### config.mk
export PLATFORM = sky130hd
export DESIGN_NAME = atom_bond_pair_finder
export DESIGN_NICKNAME = d
export VERILOG_FILES = /design/src/rtl/core/abpf_pkg.sv /design/src/rtl/core/atom_bond_pair_finder.sv /design/src/rtl/core/abpf_dist.sv
export SDC_FILE = /design/constraint.sdc
export NUM_CORES = 2
export LEC_CHECK = 0
export BUFFER_PORTS_ARGS = -buffer_cell sky130_fd_sc_hd__buf_4
export CAP_MARGIN = 10
export CORE_UTILIZATION = 60
export CTS_BUF_LIST = sky130_fd_sc_hd__clkbuf_8
export DETAILED_ROUTE_END_ITERATION = 10
export HOLD_SLACK_MARGIN = 0.12
export PLACE_DENSITY = 0.78
export SYNTH_ARGS = -nofsm -noshare
export SYNTH_HDL_FRONTEND = slang
export SYNTH_SLANG_ARGS = --single-unit
### constraint.sdc
create_clock -name clk -period 13.95 [get_ports clk]
set_input_delay 1.395 -clock clk [delete_from_list [all_inputs] [get_ports clk]]
set_output_delay 1.395 -clock clk [all_outputs]
set_load 0.05 [all_outputs]
### src/rtl/core/abpf_pkg.sv
// shared types and constants for the atom bond pair finder
`default_nettype none
package abpf_pkg;

  localparam int MAX_ATOMS = 64;
  localparam int IDX_W     = $clog2(MAX_ATOMS);
  localparam int CNT_W     = $clog2(MAX_ATOMS + 1);
  localparam int COORD_W   = 16;
  localparam int SQ_W      = 32;
  localparam int CUT_W     = 34;
  localparam int OUT_IDX_W = 6;

  localparam logic [CUT_W-1:0] CUTOFF_RESET = CUT_W'(2500);

  localparam logic CMD_ADD    = 1'b0;
  localparam logic CMD_CLEAR  = 1'b1;
  localparam logic STAT_PAIR  = 1'b0;
  localparam logic STAT_FULL  = 1'b1;

  typedef struct packed {
    logic                       cmd;
    logic signed [COORD_W-1:0]  coord_x;
    logic signed [COORD_W-1:0]  coord_y;
    logic signed [COORD_W-1:0]  coord_z;
  } abpf_in_t;

  typedef struct packed {
    logic [OUT_IDX_W-1:0] first_index;
    logic [OUT_IDX_W-1:0] second_index;
    logic                 status;
    logic                 last_of_run;
  } abpf_out_t;

  typedef struct packed {
    logic signed [COORD_W-1:0] x;
    logic signed [COORD_W-1:0] y;
    logic signed [COORD_W-1:0] z;
  } abpf_atom_t;

  // travels with each stored atom read out of the table
  typedef struct packed {
    logic             vld;
    logic [IDX_W-1:0] idx;
    logic             fin;
  } abpf_tag_t;

  typedef struct packed {
    logic             vld;
    logic             hit;
    logic [IDX_W-1:0] idx;
    logic             fin;
  } abpf_hit_t;

endpackage
`default_nettype wire

### src/rtl/core/atom_bond_pair_finder.sv
// top level: atom table memory, scan sequencer and result emission
// an add with n > 0 stored atoms keeps busy high while it scans them; an add to an
// empty table leaves busy low; one stored atom is read per cycle from the memory
// results leave in stored index order, the last one in the same cycle that busy falls
// clear and table-full commands leave busy low; a full-table result follows at once
// synchronous active-low reset empties the table and loads the cutoff with 2500
`default_nettype none
module atom_bond_pair_finder (
  input  wire                          clk,
  input  wire                          rst_n,
  input  wire                          start,
  output logic                         busy,
  input  abpf_pkg::abpf_in_t           in_data,
  output logic                         out_valid,
  output abpf_pkg::abpf_out_t          out_data,
  input  wire                          cfg_we,
  input  wire [abpf_pkg::CUT_W-1:0]    cfg_wdata
);
  import abpf_pkg::*;

  localparam logic [1:0] ST_IDLE = 2'd0;
  localparam logic [1:0] ST_SCAN = 2'd1;
  localparam logic [1:0] ST_WAIT = 2'd2;

  logic [1:0]       state_r, state_nxt;
  logic [CNT_W-1:0] idx_r, idx_nxt;
  logic [CNT_W-1:0] limit_r, limit_nxt;
  logic [CNT_W-1:0] count_r, count_nxt;
  logic [CUT_W-1:0] cutoff_r;
  abpf_atom_t       probe_r, probe_nxt;
  logic             pend_vld_r, pend_vld_nxt;
  logic [IDX_W-1:0] pend_idx_r, pend_idx_nxt;
  logic             fin_r;
  logic             out_valid_r, out_valid_nxt;
  abpf_out_t        out_r, out_nxt;

  abpf_atom_t       mem [MAX_ATOMS];
  abpf_atom_t       rd_data_r;
  abpf_tag_t        rd_tag, rd_tag_r;
  logic             wr_en;
  abpf_atom_t       wr_data;
  abpf_hit_t        hit;
  logic             accept;

  assign busy   = (state_r != ST_IDLE);
  assign accept = start && !busy;

  assign wr_data = '{x: in_data.coord_x, y: in_data.coord_y, z: in_data.coord_z};

  // coordinate table: written on an accepted add to a table that is not full, read during the scan
  always_ff @(posedge clk) begin
    if (wr_en) begin
      mem[count_r[IDX_W-1:0]] <= wr_data;
    end
    if (rd_tag.vld) begin
      rd_data_r <= mem[rd_tag.idx];
    end
  end

  always_ff @(posedge clk) begin
    rd_tag_r.idx <= rd_tag.idx;
    rd_tag_r.fin <= rd_tag.fin;
    if (!rst_n) begin
      rd_tag_r.vld <= 1'b0;
    end else begin
      rd_tag_r.vld <= rd_tag.vld;
    end
  end

  abpf_dist u_dist (
    .clk      (clk),
    .rst_n    (rst_n),
    .tag_i    (rd_tag_r),
    .stored_i (rd_data_r),
    .probe_i  (probe_r),
    .cutoff_i (cutoff_r),
    .hit_o    (hit)
  );

  always_comb begin
    state_nxt     = state_r;
    idx_nxt       = idx_r;
    limit_nxt     = limit_r;
    count_nxt     = count_r;
    probe_nxt     = probe_r;
    pend_vld_nxt  = pend_vld_r;
    pend_idx_nxt  = pend_idx_r;
    out_valid_nxt = 1'b0;
    out_nxt       = out_r;
    wr_en         = 1'b0;
    rd_tag.vld    = 1'b0;
    rd_tag.idx    = idx_r[IDX_W-1:0];
    rd_tag.fin    = ((idx_r + CNT_W'(1)) == limit_r);

    // a new close atom releases the one held back, which is then not the last
    if (hit.vld && hit.hit) begin
      if (pend_vld_r) begin
        out_valid_nxt = 1'b1;
        out_nxt = '{first_index:  OUT_IDX_W'(pend_idx_r),
                    second_index: OUT_IDX_W'(limit_r),
                    status:       STAT_PAIR,
                    last_of_run:  1'b0};
      end
      pend_vld_nxt = 1'b1;
      pend_idx_nxt = hit.idx;
    end

    unique case (state_r)
      ST_IDLE: begin
        if (accept) begin
          priority if (in_data.cmd == CMD_CLEAR) begin
            count_nxt = '0;
          end else if (count_r == CNT_W'(MAX_ATOMS)) begin
            out_valid_nxt = 1'b1;
            out_nxt = '{first_index:  '0,
                        second_index: '0,
                        status:       STAT_FULL,
                        last_of_run:  1'b1};
          end else begin
            wr_en        = 1'b1;
            count_nxt    = count_r + CNT_W'(1);
            limit_nxt    = count_r;
            probe_nxt    = wr_data;
            idx_nxt      = '0;
            pend_vld_nxt = 1'b0;
            if (count_r != '0) begin
              state_nxt = ST_SCAN;
            end
          end
        end
      end
      ST_SCAN: begin
        rd_tag.vld = 1'b1;
        idx_nxt    = idx_r + CNT_W'(1);
        if (rd_tag.fin) begin
          state_nxt = ST_WAIT;
        end
      end
      ST_WAIT: begin
        if (fin_r) begin
          if (pend_vld_r) begin
            out_valid_nxt = 1'b1;
            out_nxt = '{first_index:  OUT_IDX_W'(pend_idx_r),
                        second_index: OUT_IDX_W'(limit_r),
                        status:       STAT_PAIR,
                        last_of_run:  1'b1};
          end
          pend_vld_nxt = 1'b0;
          state_nxt    = ST_IDLE;
        end
      end
      default: begin
        state_nxt = ST_IDLE;
      end
    endcase
  end

  always_ff @(posedge clk) begin
    idx_r      <= idx_nxt;
    limit_r    <= limit_nxt;
    probe_r    <= probe_nxt;
    pend_idx_r <= pend_idx_nxt;
    out_r      <= out_nxt;
    if (!rst_n) begin
      state_r     <= ST_IDLE;
      count_r     <= '0;
      cutoff_r    <= CUTOFF_RESET;
      pend_vld_r  <= 1'b0;
      fin_r       <= 1'b0;
      out_valid_r <= 1'b0;
    end else begin
      state_r     <= state_nxt;
      count_r     <= count_nxt;
      pend_vld_r  <= pend_vld_nxt;
      fin_r       <= hit.vld && hit.fin;
      out_valid_r <= out_valid_nxt;
      if (cfg_we) begin
        cutoff_r <= cfg_wdata;
      end
    end
  end

  assign out_valid = out_valid_r;
  assign out_data  = out_r;

  a_count_bound: assert property (@(posedge clk) disable iff (!rst_n)
    count_r <= CNT_W'(MAX_ATOMS)) else $error("atom count past table size");

  a_scan_in_range: assert property (@(posedge clk) disable iff (!rst_n)
    rd_tag.vld |-> (idx_r < limit_r)) else $error("scan read past stored atoms");

  a_no_hit_idle: assert property (@(posedge clk) disable iff (!rst_n)
    hit.vld |-> (state_r != ST_IDLE)) else $error("compare beat while idle");

  a_full_is_last: assert property (@(posedge clk) disable iff (!rst_n)
    (out_valid_r && out_r.status == STAT_FULL) |-> out_r.last_of_run)
    else $error("full-table beat not marked last");

  a_fin_to_idle: assert property (@(posedge clk) disable iff (!rst_n)
    (fin_r && state_r == ST_WAIT) |=> (state_r == ST_IDLE))
    else $error("scan end did not return to idle");

endmodule
`default_nettype wire

### src/rtl/core/abpf_dist.sv
// two-stage squared distance and cutoff compare
`default_nettype none
module abpf_dist (
  input  wire                          clk,
  input  wire                          rst_n,
  input  abpf_pkg::abpf_tag_t          tag_i,
  input  abpf_pkg::abpf_atom_t         stored_i,
  input  abpf_pkg::abpf_atom_t         probe_i,
  input  wire [abpf_pkg::CUT_W-1:0]    cutoff_i,
  output abpf_pkg::abpf_hit_t          hit_o
);
  import abpf_pkg::*;

  logic [SQ_W-1:0] sq_x, sq_y, sq_z;
  logic [SQ_W-1:0] sq_x_r, sq_y_r, sq_z_r;
  abpf_tag_t       tag_r;
  logic [CUT_W-1:0] sum;
  abpf_hit_t       hit_r;

  function automatic logic [SQ_W-1:0] sq_diff(input logic signed [COORD_W-1:0] a,
                                               input logic signed [COORD_W-1:0] b);
    logic signed [COORD_W:0] d;
    logic [COORD_W-1:0]      m;
    logic [SQ_W-1:0]         m_ext;
    d = {a[COORD_W-1], a} - {b[COORD_W-1], b};
    m = d[COORD_W] ? COORD_W'(-d) : COORD_W'(d);
    m_ext = SQ_W'(m);
    return SQ_W'(m_ext * m_ext);
  endfunction

  assign sq_x = sq_diff(probe_i.x, stored_i.x);
  assign sq_y = sq_diff(probe_i.y, stored_i.y);
  assign sq_z = sq_diff(probe_i.z, stored_i.z);

  always_ff @(posedge clk) begin
    sq_x_r <= sq_x;
    sq_y_r <= sq_y;
    sq_z_r <= sq_z;
    tag_r.idx <= tag_i.idx;
    tag_r.fin <= tag_i.fin;
    if (!rst_n) begin
      tag_r.vld <= 1'b0;
    end else begin
      tag_r.vld <= tag_i.vld;
    end
  end

  // three squares of 16-bit magnitudes fit in 34 bits
  assign sum = CUT_W'(sq_x_r) + CUT_W'(sq_y_r) + CUT_W'(sq_z_r);

  always_ff @(posedge clk) begin
    hit_r.hit <= (sum <= cutoff_i);
    hit_r.idx <= tag_r.idx;
    hit_r.fin <= tag_r.fin;
    if (!rst_n) begin
      hit_r.vld <= 1'b0;
    end else begin
      hit_r.vld <= tag_r.vld;
    end
  end

  assign hit_o = hit_r;

  a_fin_has_vld: assert property (@(posedge clk) disable iff (!rst_n)
    hit_r.vld |-> $past(tag_r.vld)) else $error("hit beat without a compare");

endmodule
`default_nettype wire

==> out/qor_table.md <==
| Group | Metric | Value |
|---|---|---|
| critical path | Max FO, Critical Path | 18 |
| detailed routing | Number of DRC violations after detailed-routing iteration 0 | 10800 |
| die | CORE AREA | 0.254 mm2 |
| critical path | Most frequent cell on the critical path | sky130_fd_sc_hd__fa_1 |
| synth | Asr flop ratio synth | 0 |
| synth | Area of the mapped netlist | 0.153 mm2 |
| detailed routing | DR DRC count | 0 |
| clock tree | Post CTS Setup Buffer Count | 0 |
| synth | Count of different cell masters after synthesis | 97 |
| clock tree | Root buf cell | sky130_fd_sc_hd__clkbuf_8 |
| clock tree | Depth of the CTS H-tree | 6 |
| timing | Skew final | 0.104 ns |
| clock tree | Source-to-sink clock delay at the later pin of the worst-skew pair | 1.08 ns |
| critical path | Setup slack of the most critical reg-to-reg path | 3.58 ns |
| job | Number of violations of the max-capacitance limit | 0 |
| critical path | Delay of the slowest cell on the worst path | 0.99 ns |
| global routing | Maximum number of pins on one net before global-route repair | 148 |
| timing | Number of failing hold endpoints at the final stage | 0 |
| timing | Setup TNS | 0 ns |
| die | Height of the die | 507 um |
| timing | Shortest clock period the worst path allows after layout | 10.37 ns |
| die | Die width | 507 um |
| hold path | Worst min path class | flip-flop to flip-flop |
| final layout | Synth-to-layout area growth | 9.81% |
| global routing | Met1 capacity usage during global routing | 0.411 |
| critical path | Type of origin of the critical path | flip-flop |
| synth | Mapped Avg Cell Area | 18.3 um2 |
| clock tree | Number of gates given a new drive strength after cts | 0 |
| synth | Synthesized flop and latch total | 3366 |
| critical path | Critical path launch point | probe_r[0] |
| clock tree | Inserted Clock Buffers | 532 |
| global routing | Via count of the first global-routing pass | 83500 |
| critical path | Crit path required time | 14.91 ns |
| global routing | GR peak layer | met2 |
| clock tree | Clock tree from TritonCTS | done |
| placed design | Count of buffers inserted at the top-level ports | 102 |
| timing | Transition time at the pin with the least slew margin | 1.24 ns |
| die | Number of placement rows | 185 |
| final layout | Cell Count, Final, Fillers Out | 12600 |
| detailed routing | Mean routed wirelength per cell | 31.0 um |
| clock tree | Number of sinks handled by clock tree synthesis | 3366 |
| clock tree | Maximum clock insertion buffer count | 4 |
| die | I/O Pins | 103 |
| timing | Fin crit share | 0.743 |
| detailed routing | Sum of routed wire length over all layers | 389 mm |
| timing | Unrepaired setup endpoints after global routing | no |
| detailed routing | Via density per instance | 6.45 |
| critical path | End of the worst register-to-register path | u_dist.sq_z_r[28] |
| global routing | Global router's overall resource usage | 0.307 |
| critical path | Arrival time at the worst endpoint | 11.33 ns |
| global routing | Initial antenna violation count | 22 |
| global routing | Global-route wire length before repair | 561 mm |
| final layout | Number of nets at the end of the flow | 9827 |
| placed design | Worst Setup Slack post-DPL | 3.43 ns |
| die | Area enclosed by the die boundary | 0.257 mm2 |
| detailed routing | TritonRoute pass-1 iters | 6 |
| die | Initial core utilization | 0.603 |
| placed design | Cell count after placement | 11600 |
| placed design | DPL Wire Length | 226 mm |
| outcome | Status | finished clean |
| global routing | Met3 capacity usage during global routing | 0.0719 |
| synth | Syn. warnings | 0 |
| final layout | Fraction of final layout cells sized beyond drive strength 1 | 0.222 |
| hold path | Cells on Worst Hold Path | 0 |
| critical path | Start-to-end type of the worst setup path | flip-flop to flip-flop |
| critical path | End point of the critical path | u_dist.sq_z_r[28] |
| critical path | Type of element capturing the critical path | flip-flop |
| final layout | Top library cells by usage in the layout, fill and taps aside | sky130_fd_sc_hd__edfxtp_1, sky130_fd_sc_hd__mux4_2, sky130_fd_sc_hd__inv_1, sky130_fd_sc_hd__clkbuf_8, sky130_fd_sc_hd__fa_1 |
| clock tree | Worst-path clk slew | 0.06 ns |
| critical path | Crit Reg-Reg Startpoint | probe_r[0] |
| placed design | Final GP Congestion | 0.912 |
| clock tree | CTS Hold Bufs | 0 |
| synth | Seq/Total Area, Yosys | 0.649 |
| synth | Leading register cell type out of synthesis | sky130_fd_sc_hd__edfxtp_1 |
| synth | Post-Syn Instances | 8339 |
| timing | Worst setup margin | 3.58 ns |
| global routing | Total congestion overflow | 0 |
| critical path | Crit-path slowest cell | sky130_fd_sc_hd__a2111oi_1 |
| critical path | Worst reg-to-reg path cell count | 34 |
| timing | Worst slew margin | 0.172 |
| detailed routing | Residual antenna-violating net count after detailed routing | 0 |
| final layout | Final core utilization | 0.662 |
| timing | Fin. max-slew vios | 0 |
| global routing | Global routing usage on met2 | 0.488 |
| final layout | Most common library cell in the layout ignoring fill and taps | sky130_fd_sc_hd__edfxtp_1 |
| detailed routing | Detailed-route via count | 81000 |
| synth | Number of enable-type register cells in the synthesized netlist | 3188 |
| synth | Mapped Nets | 9360 |
| timing | Max frequency | 96.4 MHz |
| timing | Final setup violation count | 0 |
cells in the mapped netlist, types with 6 or more instances:
cell type	count	area [um2]
sky130_fd_sc_hd__nand4_1	17	106
sky130_fd_sc_hd__a31o_2	7	61.3
sky130_fd_sc_hd__o21ai_0	67	335
sky130_fd_sc_hd__mux4_2	1008	22700
sky130_fd_sc_hd__nor2b_1	60	375
sky130_fd_sc_hd__nor2_1	405	1520
sky130_fd_sc_hd__buf_1	82	308
sky130_fd_sc_hd__o22ai_1	6	37.5
sky130_fd_sc_hd__o21a_1	28	210
sky130_fd_sc_hd__fa_1	491	9830
sky130_fd_sc_hd__a21o_1	97	728
sky130_fd_sc_hd__and3_1	19	119
sky130_fd_sc_hd__and4_1	6	52.6
sky130_fd_sc_hd__or2_2	13	81.3
sky130_fd_sc_hd__buf_2	10	50.1
sky130_fd_sc_hd__nand3b_1	7	52.6
sky130_fd_sc_hd__clkbuf_1	207	777
sky130_fd_sc_hd__a221oi_1	7	61.3
sky130_fd_sc_hd__a31oi_1	20	125
sky130_fd_sc_hd__nor4_1	12	75.1
sky130_fd_sc_hd__nand2_1	279	1050
sky130_fd_sc_hd__xnor2_1	161	1410
sky130_fd_sc_hd__a22o_1	14	123
sky130_fd_sc_hd__nand2b_1	39	244
sky130_fd_sc_hd__or3_1	17	106
sky130_fd_sc_hd__inv_1	827	3100
sky130_fd_sc_hd__o21ai_1	11	55.1
sky130_fd_sc_hd__a211o_1	8	70.1
sky130_fd_sc_hd__ha_1	443	5540
sky130_fd_sc_hd__a211oi_1	13	97.6
sky130_fd_sc_hd__edfxtp_1	3188	95700
sky130_fd_sc_hd__dfxtp_1	178	3560
sky130_fd_sc_hd__mux2i_1	35	350
sky130_fd_sc_hd__clkinv_1	7	26.3
sky130_fd_sc_hd__a21oi_1	171	856
sky130_fd_sc_hd__a2111oi_0	6	52.6
sky130_fd_sc_hd__and2_1	17	106
sky130_fd_sc_hd__inv_2	16	60.1
sky130_fd_sc_hd__o31ai_1	11	82.6
sky130_fd_sc_hd__nand3_1	46	230
sky130_fd_sc_hd__o21bai_1	28	210
sky130_fd_sc_hd__o211ai_1	12	90.1
sky130_fd_sc_hd__xnor2_2	7	114
sky130_fd_sc_hd__xor2_1	80	701
sky130_fd_sc_hd__nor3_1	46	230
flip-flops by register name, summed over array words and instances, names as in the netlist, 8 cells and up:
| name | flops |
|---|---|
| u_dist.hit_o | 9 |
| u_dist.sq_z_r | 31 |
| probe_r | 48 |
| rd_data_r | 48 |
| u_dist.sq_x_r | 31 |
| rd_tag_r | 8 |
| out_data | 14 |
| u_dist.tag_r | 8 |
| mem | 3072 |
| cutoff_r | 34 |
| u_dist.sq_y_r | 31 |
how the worst min path moves through the flow:
stage                          from         endpoint
global route        u_dist.tag_r[3]  u_dist.hit_o[3]
CTS                 u_dist.tag_r[3]  u_dist.hit_o[3]
finish              u_dist.tag_r[3]  u_dist.hit_o[3]
floorplan           u_dist.tag_r[0]  u_dist.hit_o[0]
detailed placement      rd_tag_r[6]  u_dist.tag_r[6]
global placement    u_dist.tag_r[0]  u_dist.hit_o[0]
critical path, delay by kind of cell, from the launching register on:
| kind | cells | cell delay [ns] |
|---|---|---|
| xor gates and xnor gates | 2 | 0.92 |
| and+or+nand+nor | 6 | 1.09 |
| buffers and inverters | 6 | 0.86 |
| adders and majority gates | 9 | 3.84 |
| DFF | 1 | 0.35 |
| AOI/OAI and AO/OA | 11 | 3.22 |
layout make-up:
| type | instances | area [um2] |
|---|---|---|
| Sequential cell | 3366 | 99300 |
| Fill cell | 16100 | 85700 |
| Multi-Input combinational cell | 3823 | 49800 |
| Clock buffer | 550 | 7570 |
| Tap cell | 3366 | 4210 |
| Inverter | 850 | 3190 |
| Clock inverter | 362 | 1970 |
| Timing Repair Buffer | 233 | 1870 |
| Antenna cell | 10 | 25.0 |
cell families (layout without fill, tap and decap cells):
kind of cell               Yosys count  in the layout  synth area share
muxes                             1048           1048             0.151
DFF                               3366           3366             0.649
AOI/OAI and AO/OA                  579            579            0.0260
adders and majority gates          934            934             0.100
other                                0             10                 0
xor gates and xnor gates           252            252            0.0151
buffers and inverters             1150           1995            0.0283
and+or+nand+nor                   1010           1010            0.0300
through the flow:
| step | instance area, um2 | hold slack (ns) |
|---|---|---|
| floorplan | 153000 | 0.310 |
| global placement | 158000 | 0.309 |
| global route | 168000 | 0.306 |
| finish | 168000 | 0.297 |
| detailed placement | 158000 | 0.312 |
| CTS | 168000 | 0.301 |
metal layers:
| layer | up-vias | wire [um] |
|---|---|---|
| met4 | 12 | 17900 |
| met1 | 41600 | 138000 |
| met3 | 976 | 47100 |
| met2 | 5237 | 187000 |
| li1 | 33100 | - |
| met5 | - | 80 |
Power is not shown: default switching activity piles up to over one toggle a cycle in this logic, so the estimate is an artifact.
